[config.mk]
export PLATFORM = sky130hd
export DESIGN_NAME = horizontal_glyph_placer
export DESIGN_NICKNAME = d
export VERILOG_FILES = /design/src/rtl/hgp_pkg.sv /design/src/rtl/horizontal_glyph_placer.sv /design/src/rtl/hgp_front.sv /design/src/rtl/hgp_queue.sv /design/src/rtl/hgp_back.sv
export SDC_FILE = /design/constraint.sdc
export NUM_CORES = 1
export LEC_CHECK = 0
export ABC_CLOCK_PERIOD_IN_PS = 17900
export BUFFER_PORTS_ARGS = -buffer_cell sky130_fd_sc_hd__buf_2
export CAP_MARGIN = 25
export CORE_MARGIN = 2
export CORE_UTILIZATION = 49
export CTS_CLUSTER_DIAMETER = 50
export DETAILED_ROUTE_END_ITERATION = 8
export GPL_ROUTABILITY_DRIVEN = 0
export GPL_TIMING_DRIVEN = 0
export PLACE_DENSITY_LB_ADDON = 0.12
export REMOVE_ABC_BUFFERS = 1
export SYNTH_ARGS = -nofsm -noshare
export SYNTH_HDL_FRONTEND = slang
export SYNTH_SLANG_ARGS = --single-unit
[constraint.sdc]
create_clock -name clock -period 17.9 [get_ports clock]
set_clock_uncertainty 0.05 [all_clocks]
set_input_delay 0.895 -clock clock [delete_from_list [all_inputs] [get_ports clock]]
set_output_delay 0.895 -clock clock [all_outputs]
set_load 0.02 [all_outputs]
[src/rtl/hgp_pkg.sv]
// ----------------------------------------------------------------------------
// hgp_pkg: shared types and constants of the horizontal glyph placer
// Beat structs, configuration register file type, queue entry and op codes.
// ----------------------------------------------------------------------------
package hgp_pkg;

   // character kind codes carried in the input beat
   localparam logic [2:0] KIND_OTHER      = 3'd0;
   localparam logic [2:0] KIND_SPACE      = 3'd1;
   localparam logic [2:0] KIND_WIDE_SPACE = 3'd2;
   localparam logic [2:0] KIND_TAB        = 3'd3;
   localparam logic [2:0] KIND_NEWLINE    = 3'd4;

   // result kind codes
   localparam logic RESULT_NEW     = 1'b0;
   localparam logic RESULT_REPLACE = 1'b1;

   // configuration register indexes
   typedef enum logic [2:0] {
      CSR_START_POSITION = 3'd0,
      CSR_SCALE_Q8       = 3'd1,
      CSR_EXTRA_ADVANCE  = 3'd2,
      CSR_SPACE_ADVANCE  = 3'd3,
      CSR_WIDE_ADVANCE   = 3'd4,
      CSR_TAB_ADVANCE    = 3'd5,
      CSR_LINE_PITCH     = 3'd6,
      CSR_MODE_FLAGS     = 3'd7
   } csr_index_type;

   // work the back end performs for one queued beat
   typedef enum logic [1:0] {
      OP_GLYPH   = 2'd0,
      OP_ADVANCE = 2'd1,
      OP_NEWLINE = 2'd2
   } op_type;

   typedef struct packed {
      logic        visible;
      logic [2:0]  char_kind;
      logic [20:0] glyph_code;
      logic [11:0] advance_width;
      logic [11:0] glyph_height;
      logic        forbids_line_end;
      logic        next_visible_exists;
      logic        next_forbids_line_start;
      logic [15:0] style_index;
      logic        last_in_string;
   } req_type;

   typedef struct packed {
      logic               result_kind;
      logic signed [15:0] pos_x;
      logic signed [15:0] pos_y;
      logic [20:0]        out_glyph_code;
      logic [15:0]        out_style_index;
   } rsp_type;

   typedef struct packed {
      logic [15:0]        start_x;
      logic [15:0]        start_y;
      logic [15:0]        scale_q8;
      logic signed [10:0] extra_advance;
      logic [11:0]        space_advance;
      logic [11:0]        wide_space_advance;
      logic [11:0]        tab_advance;
      logic [11:0]        line_pitch;
      logic               rotate_swap;
      logic               edge_check;
   } cfg_type;

   // classified beat passed from front end to back end
   typedef struct packed {
      op_type      op;
      logic [15:0] advance;
      logic [20:0] glyph_code;
      logic [15:0] style_index;
      logic        forbids_line_end;
      logic        next_visible_exists;
      logic        next_forbids_line_start;
      logic        last_in_string;
   } entry_type;

endpackage

[src/rtl/horizontal_glyph_placer.sv]
// ----------------------------------------------------------------------------
// horizontal_glyph_placer: left-to-right pen placement of a character stream
// One request beat per character; a placement beat per visible glyph and per
// newline that rolls the last glyph down to the next line.
// ----------------------------------------------------------------------------
// Usage:
//   req_*  : character beats, taken when req_valid is high and req_stall low.
//   rsp_*  : placement beats, taken when rsp_valid is high and rsp_stall low.
//   csr_*  : register writes (index, data); csr_ready is always high. Write
//            only while the block is idle. Writing the start position also
//            moves the pen there.
// Throughput: one character per cycle while the queue has room. The front end
//   scales the advance with a single 14x17 multiply; the back end moves the pen
//   with one add per glyph or advance beat; each placement is registered.
// The front end stalls only when the QUEUE_DEPTH-entry queue is full; the
//   back end keeps consuming non-emitting beats while a placement waits in
//   the output register, and stops only at the next emitting beat.
// Reset: registers return to their defaults (scale 1.0, everything else
//   zero), the pen goes to (0, 0) and the queue empties. No clearing pass.
// After a beat marked last in string, pen and line state return to the start.
// ----------------------------------------------------------------------------
module horizontal_glyph_placer #(
   parameter int QUEUE_DEPTH = 4
) (
   input  logic              clock,
   input  logic              reset,
   input  logic              req_valid,
   output logic              req_stall,
   input  hgp_pkg::req_type  req_data,
   output logic              rsp_valid,
   input  logic              rsp_stall,
   output hgp_pkg::rsp_type  rsp_data,
   input  logic              csr_valid,
   output logic              csr_ready,
   input  logic [2:0]        csr_index,
   input  logic [31:0]       csr_wdata
);

   hgp_pkg::cfg_type   cfg_ff, cfg_in;
   hgp_pkg::entry_type push_entry;
   hgp_pkg::entry_type head_entry;
   logic               csr_write;
   logic               start_load;
   logic               push;
   logic               pop;
   logic               queue_full;
   logic               head_valid;

   assign csr_ready = 1'b1;
   assign csr_write = csr_valid && csr_ready;
   assign start_load = csr_write
                     && (hgp_pkg::csr_index_type'(csr_index) == hgp_pkg::CSR_START_POSITION);

   // register file
   always_comb begin
      cfg_in = cfg_ff;
      if (csr_write) begin
         case (hgp_pkg::csr_index_type'(csr_index))
            hgp_pkg::CSR_START_POSITION: begin
               cfg_in.start_x = csr_wdata[15:0];
               cfg_in.start_y = csr_wdata[31:16];
            end
            hgp_pkg::CSR_SCALE_Q8:      cfg_in.scale_q8           = csr_wdata[15:0];
            hgp_pkg::CSR_EXTRA_ADVANCE: cfg_in.extra_advance      = $signed(csr_wdata[10:0]);
            hgp_pkg::CSR_SPACE_ADVANCE: cfg_in.space_advance      = csr_wdata[11:0];
            hgp_pkg::CSR_WIDE_ADVANCE:  cfg_in.wide_space_advance = csr_wdata[11:0];
            hgp_pkg::CSR_TAB_ADVANCE:   cfg_in.tab_advance        = csr_wdata[11:0];
            hgp_pkg::CSR_LINE_PITCH:    cfg_in.line_pitch         = csr_wdata[11:0];
            hgp_pkg::CSR_MODE_FLAGS: begin
               cfg_in.rotate_swap = csr_wdata[0];
               cfg_in.edge_check  = csr_wdata[1];
            end
            default: begin
               cfg_in = cfg_ff;
            end
         endcase
      end
   end

   always_ff @(posedge clock) begin
      if (reset) begin
         cfg_ff.start_x            <= '0;
         cfg_ff.start_y            <= '0;
         cfg_ff.scale_q8           <= 16'd256;
         cfg_ff.extra_advance      <= '0;
         cfg_ff.space_advance      <= '0;
         cfg_ff.wide_space_advance <= '0;
         cfg_ff.tab_advance        <= '0;
         cfg_ff.line_pitch         <= '0;
         cfg_ff.rotate_swap        <= 1'b0;
         cfg_ff.edge_check         <= 1'b0;
      end else begin
         cfg_ff <= cfg_in;
      end
   end

   hgp_front u_front (
      .req_valid  (req_valid),
      .req_stall  (req_stall),
      .req_data   (req_data),
      .cfg        (cfg_ff),
      .queue_full (queue_full),
      .push       (push),
      .entry      (push_entry)
   );

   hgp_queue #(
      .DEPTH (QUEUE_DEPTH)
   ) u_queue (
      .clock      (clock),
      .reset      (reset),
      .push       (push),
      .push_entry (push_entry),
      .pop        (pop),
      .full       (queue_full),
      .head_valid (head_valid),
      .head_entry (head_entry)
   );

   hgp_back u_back (
      .clock       (clock),
      .reset       (reset),
      .cfg         (cfg_ff),
      .start_load  (start_load),
      .start_value (csr_wdata),
      .head_valid  (head_valid),
      .head_entry  (head_entry),
      .pop         (pop),
      .rsp_valid   (rsp_valid),
      .rsp_stall   (rsp_stall),
      .rsp_data    (rsp_data)
   );

endmodule

[src/rtl/hgp_front.sv]
// ----------------------------------------------------------------------------
// hgp_front: input classification and advance scaling
// Accepts request beats, decodes the character kind and computes the scaled
// pen advance, then pushes one entry per beat into the queue.
// ----------------------------------------------------------------------------
module hgp_front (
   input  logic                req_valid,
   output logic                req_stall,
   input  hgp_pkg::req_type    req_data,
   input  hgp_pkg::cfg_type    cfg,
   input  logic                queue_full,
   output logic                push,
   output hgp_pkg::entry_type  entry
);

   logic [11:0]        width_sel;
   logic signed [13:0] width_sum;
   logic signed [29:0] product;
   logic signed [29:0] biased;
   logic [15:0]        glyph_adv;

   assign req_stall = queue_full;
   assign push      = req_valid && !queue_full;

   // scaled advance: trunc toward zero of (w + extra) * scale / 256
   always_comb begin
      width_sel = (req_data.visible && cfg.rotate_swap) ? req_data.glyph_height
                                                       : req_data.advance_width;
      width_sum = $signed({2'b00, width_sel})
                + $signed({{3{cfg.extra_advance[10]}}, cfg.extra_advance});
      product   = width_sum * $signed({1'b0, cfg.scale_q8});
      biased    = product + (product[29] ? 30'sd255 : 30'sd0);
      glyph_adv = biased[23:8];
   end

   // classify the beat
   always_comb begin
      entry.advance                 = glyph_adv;
      entry.glyph_code              = req_data.glyph_code;
      entry.style_index             = req_data.style_index;
      entry.forbids_line_end        = req_data.forbids_line_end;
      entry.next_visible_exists     = req_data.next_visible_exists;
      entry.next_forbids_line_start = req_data.next_forbids_line_start;
      entry.last_in_string          = req_data.last_in_string;
      entry.op                      = hgp_pkg::OP_ADVANCE;
      if (req_data.visible) begin
         entry.op = hgp_pkg::OP_GLYPH;
      end else begin
         case (req_data.char_kind)
            hgp_pkg::KIND_SPACE: begin
               entry.advance = {4'd0, cfg.space_advance};
            end
            hgp_pkg::KIND_WIDE_SPACE: begin
               entry.advance = {4'd0, cfg.wide_space_advance};
            end
            hgp_pkg::KIND_TAB: begin
               entry.advance = {4'd0, cfg.tab_advance};
            end
            hgp_pkg::KIND_NEWLINE: begin
               entry.op = hgp_pkg::OP_NEWLINE;
            end
            default: begin
               // other invisible characters advance like an unrotated glyph
               entry.op = hgp_pkg::OP_ADVANCE;
            end
         endcase
      end
   end

endmodule

[src/rtl/hgp_queue.sv]
// ----------------------------------------------------------------------------
// hgp_queue: short FIFO between front and back end
// Register-based queue of classified beats; push and pop may share a cycle.
// ----------------------------------------------------------------------------
module hgp_queue #(
   parameter int DEPTH = 4
) (
   input  logic                clock,
   input  logic                reset,
   input  logic                push,
   input  hgp_pkg::entry_type  push_entry,
   input  logic                pop,
   output logic                full,
   output logic                head_valid,
   output hgp_pkg::entry_type  head_entry
);

   localparam int AW = (DEPTH > 1) ? $clog2(DEPTH) : 1;
   localparam int CW = $clog2(DEPTH + 1);

   hgp_pkg::entry_type mem_ff [DEPTH];
   logic [AW-1:0] wr_ptr_ff, wr_ptr_in;
   logic [AW-1:0] rd_ptr_ff, rd_ptr_in;
   logic [CW-1:0] count_ff, count_in;

   assign full       = (count_ff == CW'(DEPTH));
   assign head_valid = (count_ff != '0);
   assign head_entry = mem_ff[rd_ptr_ff];

   // pointer and fill count update
   always_comb begin
      wr_ptr_in = wr_ptr_ff;
      rd_ptr_in = rd_ptr_ff;
      count_in  = count_ff;
      if (push) begin
         wr_ptr_in = (wr_ptr_ff == AW'(DEPTH - 1)) ? '0 : wr_ptr_ff + 1'b1;
      end
      if (pop) begin
         rd_ptr_in = (rd_ptr_ff == AW'(DEPTH - 1)) ? '0 : rd_ptr_ff + 1'b1;
      end
      if (push && !pop) begin
         count_in = count_ff + 1'b1;
      end else if (pop && !push) begin
         count_in = count_ff - 1'b1;
      end
   end

   always_ff @(posedge clock) begin
      if (reset) begin
         wr_ptr_ff <= '0;
         rd_ptr_ff <= '0;
         count_ff  <= '0;
      end else begin
         wr_ptr_ff <= wr_ptr_in;
         rd_ptr_ff <= rd_ptr_in;
         count_ff  <= count_in;
      end
   end

   // entry storage
   always_ff @(posedge clock) begin
      if (push) begin
         mem_ff[wr_ptr_ff] <= push_entry;
      end
   end

   a_no_push_when_full: assert property (@(posedge clock) disable iff (reset)
      push |-> !full) else $error("queue push while full");

   a_no_pop_when_empty: assert property (@(posedge clock) disable iff (reset)
      pop |-> head_valid) else $error("queue pop while empty");

   a_count_grows: assert property (@(posedge clock) disable iff (reset)
      push && !pop |=> count_ff == CW'($past(count_ff) + 1'b1))
      else $error("queue count did not grow on push");

endmodule

[src/rtl/hgp_back.sv]
// ----------------------------------------------------------------------------
// hgp_back: pen state and result register
// Pops classified beats, applies pen moves and line-break rules, and holds
// each placement in an output register until the receiver takes it.
// ----------------------------------------------------------------------------
module hgp_back (
   input  logic                clock,
   input  logic                reset,
   input  hgp_pkg::cfg_type    cfg,
   input  logic                start_load,
   input  logic [31:0]         start_value,
   input  logic                head_valid,
   input  hgp_pkg::entry_type  head_entry,
   output logic                pop,
   output logic                rsp_valid,
   input  logic                rsp_stall,
   output hgp_pkg::rsp_type    rsp_data
);

   logic [15:0] pen_x_ff, pen_x_in;
   logic [15:0] pen_y_ff, pen_y_in;
   logic        prev_forbids_ff, prev_forbids_in;
   logic [15:0] prev_adv_ff, prev_adv_in;
   logic [20:0] prev_glyph_ff, prev_glyph_in;
   logic [15:0] prev_style_ff, prev_style_in;
   logic        any_visible_ff, any_visible_in;
   logic        para_start_ff, para_start_in;
   logic        rsp_valid_ff, rsp_valid_in;
   hgp_pkg::rsp_type rsp_data_ff, rsp_data_in;

   logic        rollback;
   logic        keep;
   logic        emits;
   logic        out_free;
   logic [15:0] next_line_y;

   assign rsp_valid = rsp_valid_ff;
   assign rsp_data  = rsp_data_ff;

   // line-edge decision for a newline beat, and when the head beat may pop
   always_comb begin
      rollback    = cfg.edge_check && prev_forbids_ff && any_visible_ff
                  && head_entry.next_visible_exists;
      keep        = cfg.edge_check && !para_start_ff && head_entry.next_visible_exists
                  && head_entry.next_forbids_line_start;
      emits       = (head_entry.op == hgp_pkg::OP_GLYPH)
                  || ((head_entry.op == hgp_pkg::OP_NEWLINE) && rollback && !keep);
      out_free    = !rsp_valid_ff || !rsp_stall;
      pop         = head_valid && (!emits || out_free);
      next_line_y = pen_y_ff + {4'd0, cfg.line_pitch};
   end

   // pen state and result update
   always_comb begin
      pen_x_in        = pen_x_ff;
      pen_y_in        = pen_y_ff;
      prev_forbids_in = prev_forbids_ff;
      prev_adv_in     = prev_adv_ff;
      prev_glyph_in   = prev_glyph_ff;
      prev_style_in   = prev_style_ff;
      any_visible_in  = any_visible_ff;
      para_start_in   = para_start_ff;
      rsp_valid_in    = rsp_valid_ff && rsp_stall;
      rsp_data_in     = rsp_data_ff;
      if (pop) begin
         case (head_entry.op)
            hgp_pkg::OP_GLYPH: begin
               rsp_valid_in                = 1'b1;
               rsp_data_in.result_kind     = hgp_pkg::RESULT_NEW;
               rsp_data_in.pos_x           = $signed(pen_x_ff);
               rsp_data_in.pos_y           = $signed(pen_y_ff);
               rsp_data_in.out_glyph_code  = head_entry.glyph_code;
               rsp_data_in.out_style_index = head_entry.style_index;
               prev_forbids_in = head_entry.forbids_line_end;
               prev_adv_in     = head_entry.advance;
               prev_glyph_in   = head_entry.glyph_code;
               prev_style_in   = head_entry.style_index;
               pen_x_in        = pen_x_ff + head_entry.advance;
               any_visible_in  = 1'b1;
               para_start_in   = 1'b0;
            end
            hgp_pkg::OP_NEWLINE: begin
               if (rollback && !keep) begin
                  // move the last glyph down to the new line
                  rsp_valid_in                = 1'b1;
                  rsp_data_in.result_kind     = hgp_pkg::RESULT_REPLACE;
                  rsp_data_in.pos_x           = $signed(cfg.start_x);
                  rsp_data_in.pos_y           = $signed(next_line_y);
                  rsp_data_in.out_glyph_code  = prev_glyph_ff;
                  rsp_data_in.out_style_index = prev_style_ff;
                  pen_y_in = next_line_y;
                  pen_x_in = cfg.start_x + prev_adv_ff;
               end else if (!rollback && !keep) begin
                  pen_x_in = cfg.start_x;
                  pen_y_in = next_line_y;
               end
               para_start_in   = 1'b1;
               prev_forbids_in = 1'b0;
            end
            default: begin
               pen_x_in = pen_x_ff + head_entry.advance;
            end
         endcase
         if (head_entry.last_in_string) begin
            pen_x_in        = cfg.start_x;
            pen_y_in        = cfg.start_y;
            prev_forbids_in = 1'b0;
            prev_adv_in     = '0;
            prev_glyph_in   = '0;
            prev_style_in   = '0;
            any_visible_in  = 1'b0;
            para_start_in   = 1'b1;
         end
      end
      // start position write reloads the pen
      if (start_load) begin
         pen_x_in = start_value[15:0];
         pen_y_in = start_value[31:16];
      end
   end

   always_ff @(posedge clock) begin
      if (reset) begin
         pen_x_ff        <= '0;
         pen_y_ff        <= '0;
         prev_forbids_ff <= 1'b0;
         prev_adv_ff     <= '0;
         prev_glyph_ff   <= '0;
         prev_style_ff   <= '0;
         any_visible_ff  <= 1'b0;
         para_start_ff   <= 1'b1;
         rsp_valid_ff    <= 1'b0;
      end else begin
         pen_x_ff        <= pen_x_in;
         pen_y_ff        <= pen_y_in;
         prev_forbids_ff <= prev_forbids_in;
         prev_adv_ff     <= prev_adv_in;
         prev_glyph_ff   <= prev_glyph_in;
         prev_style_ff   <= prev_style_in;
         any_visible_ff  <= any_visible_in;
         para_start_ff   <= para_start_in;
         rsp_valid_ff    <= rsp_valid_in;
      end
   end

   // result payload
   always_ff @(posedge clock) begin
      rsp_data_ff <= rsp_data_in;
   end

   a_glyph_gives_new: assert property (@(posedge clock) disable iff (reset)
      pop && head_entry.op == hgp_pkg::OP_GLYPH
      |=> rsp_valid_ff && rsp_data_ff.result_kind == hgp_pkg::RESULT_NEW)
      else $error("glyph beat did not produce a new placement");

   a_keep_no_result: assert property (@(posedge clock) disable iff (reset)
      pop && head_entry.op == hgp_pkg::OP_NEWLINE && keep && !rsp_valid_ff
      |=> !rsp_valid_ff) else $error("kept newline produced a result");

   a_string_end_resets: assert property (@(posedge clock) disable iff (reset)
      pop && head_entry.last_in_string && !start_load
      |=> pen_x_ff == $past(cfg.start_x) && para_start_ff && !any_visible_ff)
      else $error("pen state not restored after end of string");

   a_held_when_stalled: assert property (@(posedge clock) disable iff (reset)
      rsp_valid_ff && rsp_stall && head_valid && emits |-> !pop)
      else $error("result overwritten while receiver stalls");

endmodule

==> results.md <==
- Die Span Y: 255.1 um
- Worst-path clk slew: approximately 0.050 ns
- Final setup viols: 0
- Root Buffer: clkbuf_16
- Async set or reset register ratio after synthesis: 0%
- CP max stage delay: approximately 0.6 ns
- Post_cts resized: 0
- Req. time, crit path: ~18 ns
- Antenna Nets Post-Route: 0
- Total Neg Setup Slack: 0 ns
- Int Power: 3.007 mW
- Pin slew with the least headroom to its limit: 1.040 ns
- Synth Register Bits: around 510
- Avg Cell Area, Syn: roughly 10 um^2
- Levels on crit path: 39
- Slowest cell on crit path: o41ai_4
- Number of synthesized flops with an enable pin: approximately 310
- Maximum clock frequency: about 0.09 GHz
- Largest cells by area after synthesis: edfxtp_1, dfxtp_1, fa_1
- Max_slew headroom: 30.42%
- Hold Path Stages: 2
- Layout net count: about 3600
- Wire length per cell: ~19 um
- H-tree depth: 3
- Uppermost layer routed: met5
- Iter 0 DRT Violations: ~1600
- Largest net degree at the start of global routing: 140
- Flop pwr share: 34.1%
- Via/cell ratio: about 5.6
- # Max-Cap Violations: 0
- Initial Util: roughly half
- Setup crit start kind: input pin
- CTS Sinks: ~510
- Cell count after synthesis: around 3000
- Clock latency on the worst-skew pair: just over 0.6 ns
- Total leakage power: around 14 nW
- Pins over their slew limit: 0
- Vias in the first global route: roughly 23000
- Sequential cell area: about 0.013 mm^2
- Drt total wl: slightly below 80000 um
- Place WS: about 6.1 ns
- Cell Area, Synth: between 0.03 and 0.04 mm^2
- Met3 Wirelength: a little over 4000 um
- Hold Crit Class: reg -> reg
- Overflow left after global routing: 0
- Placeable Area: 0.06274 mm^2
- Sw frac: between 30 and 40%
- Final hold viol count: 0
- Dominant cell type by area after synthesis: edfxtp_1
- Synth-to-layout area growth: 14.12%
- Status: complete, no violations
- Total Die Area: 0.06509 mm^2
- Total power draw: approximately 4.7 mW
- Final WS setup: between 6 and 7 ns
- DRC: 0
- Cells after DPL: between 3000 and 4000
- Clk buf depth: 3
- Synth unique cells: a little over 100
- Initial antenna violation count: 3
- Worst vdd ir: roughly 0.10 mV
- RSZ-0062 raised after global routing: false
- Final period util: between 60% and 70%
- Hpwl dp: about 54000 um
- R2R cell count: 38
- Port Buffers: 180
- Top cell by count, worst path: fa_1
- Most instantiated cells after synthesis: nand2_1, edfxtp_1, a21oi_1
- Synth top area share: 29.74%
- # IOs: 182
- CTS tree: built
- CP Max Fanout: 14
- Worst path top cell family by delay: adder cells
- Gate power share: between 30% and 40%
- DIE WIDTH: between 200 and 300 um
- M1 wire length: 33420 um
- Postcts setup bufs: 0
- Min cycle time layout: 11.25 ns
- Routed wl met2: roughly 38000 um
- Area occupied by multi-input gates: about 0.016 mm^2
- Clk pwr share: ~30%
- GRT Util Overall: 24.40%
- Buf+Inv Stages, Crit Path: 5
- DR pass1 iterations: 5
- DR vias: approximately 22000
- Share of cells above drive strength 1: between 10% and 20%
- Most common cell in the netlist: nand2_1
- Pwr dens: ~130 mW/mm^2
- Layout Cells excl Fill: about 4000
- WS Path Type: in -> reg
- Hold_buf cts: 0
- Top FF cell, synth: edfxtp_1
- Row cnt: a little over 90
- CTS buffer count: slightly below 70
- First-pass GRT wire length: approximately 120000 um
- Crit end category: register
- Register area share after synthesis: a little over two fifths
- Sw Pwr: 1.708 mW
- Synth warn: 0
- CP arrival: ~11 ns
- Fill cells: approximately 5400
## kinds of logic after synthesis
logic type,synth area share (%)
simple gates,15.53
fa+ha+maj,18.04
compound gates,9.572
mux,6.033
xor+xnor,2.579
buf+inv,5.082
flops,43.15
other cells,0.01214
## through the flow
| stage | area, um^2 | utilization [%] | hold WS, ns |
|---|---|---|---|
| finish | 35260 | 56.21 | 0.4015 |
| global route | 35260 | 56.21 | 0.4171 |
| CTS | 35250 | 56.19 | 0.4023 |
| global placement | 32140 | 51.23 | 0.3875 |
| floorplan | 30180 | - | 0.3760 |
| detailed placement | 32910 | 52.46 | 0.3948 |
## placed cells by master (no fill, tap or decap), drive strengths merged, types with 6 or more instances in the layout
master   netlist  final
bufinv         0      7
o211ai         7      7
a31oi          6      6
clkinv         0     17
inv          226    237
edfxtp       306    306
mux2i         22     22
fa           171    171
xnor2         54     54
or2            7      7
or3            8      8
o2111ai        7      7
dfxtp        207    207
nand2        651    651
mux4          58     58
a21oi        241    241
a311oi         9      9
nor2b         30     30
nor3b          6      6
o21ai         63     63
clkbuf       116     88
nand3         83     83
buf           43    215
nor3          33     33
nand4          7      7
nor2         118    118
a221oi        19     19
a21o          24     24
ha           172    172
a211oi        13     13
and3          11     11
and2          71     71
o21a           9      9
xor2          37     37
nand2b        31     31
o21bai         8      8
mux2          30     30
o41ai          7      7
## worst min-delay path: cells and delay by family, from the launching register on
| family | cells | cell delay [ns] |
|---|---|---|
| flops | 1 | 0.30 |
| simple gates | 1 | 0.05 |
| compound gates | 1 | 0.05 |
## power groups by stage
stage	combinational [mW]	sequential (mW)	clock, mW
3_5_place_dp	1.71	1.64	0
4_1_cts	1.71	1.61	1.42
3_3_place_gp	1.55	1.69	0
5_1_grt	1.87	1.63	1.47
2_1_floorplan	1.02	1.71	0
6_report	1.71	1.61	1.40
## registers in the layout, indices dropped and copies added (netlist names), named ones only
register	count
u_queue.mem_ff	236
cfg_ff	109
u_back.rsp_data	70
u_back.prev_glyph_ff	21
u_back.pen_x_ff	16
u_back.pen_y_ff	16
u_back.prev_adv_ff	16
u_back.prev_style_ff	16
u_queue.count_ff	3
u_queue.rd_ptr_ff	2
u_queue.wr_ptr_ff	2
u_back.any_visible_ff	1
u_back.para_start_ff	1
u_back.prev_forbids_ff	1
u_back.rsp_valid	1
## cell type report
type	instances	area share, %
diodes	1	0.007096
clock buffers	88	5.329
clock inverters	37	1.323
inverters	226	2.413
multi-input cells	2079	45.65
flip-flops and latches	513	37.83
well taps	846	3.002
repair buffers	215	4.446
## metal layers
layer  up-vias  global-route usage (%)
met5         -                       0
met4         4                   7.435
met3       137                   3.549
met2       588                   41.48
met1     11090                   32.40
li1      10470                       -
## final timing paths
kind | start | endpoint | slack, ns
worst max-delay path | req_data[68] | u_queue.mem_ff[2][42]$_DFFE_PP_ | 6.65
worst min-delay path | cfg_ff[91]$_SDFFE_PP0P_ | cfg_ff[91]$_SDFFE_PP0P_ | 0.40
worst max register to register | cfg_ff[1]$_SDFFE_PP0P_ | u_queue.mem_ff[2][42]$_DFFE_PP_ | 6.82
worst min register to register | cfg_ff[91]$_SDFFE_PP0P_ | cfg_ff[91]$_SDFFE_PP0P_ | 0.40
(Power assumes the default switching activity.)
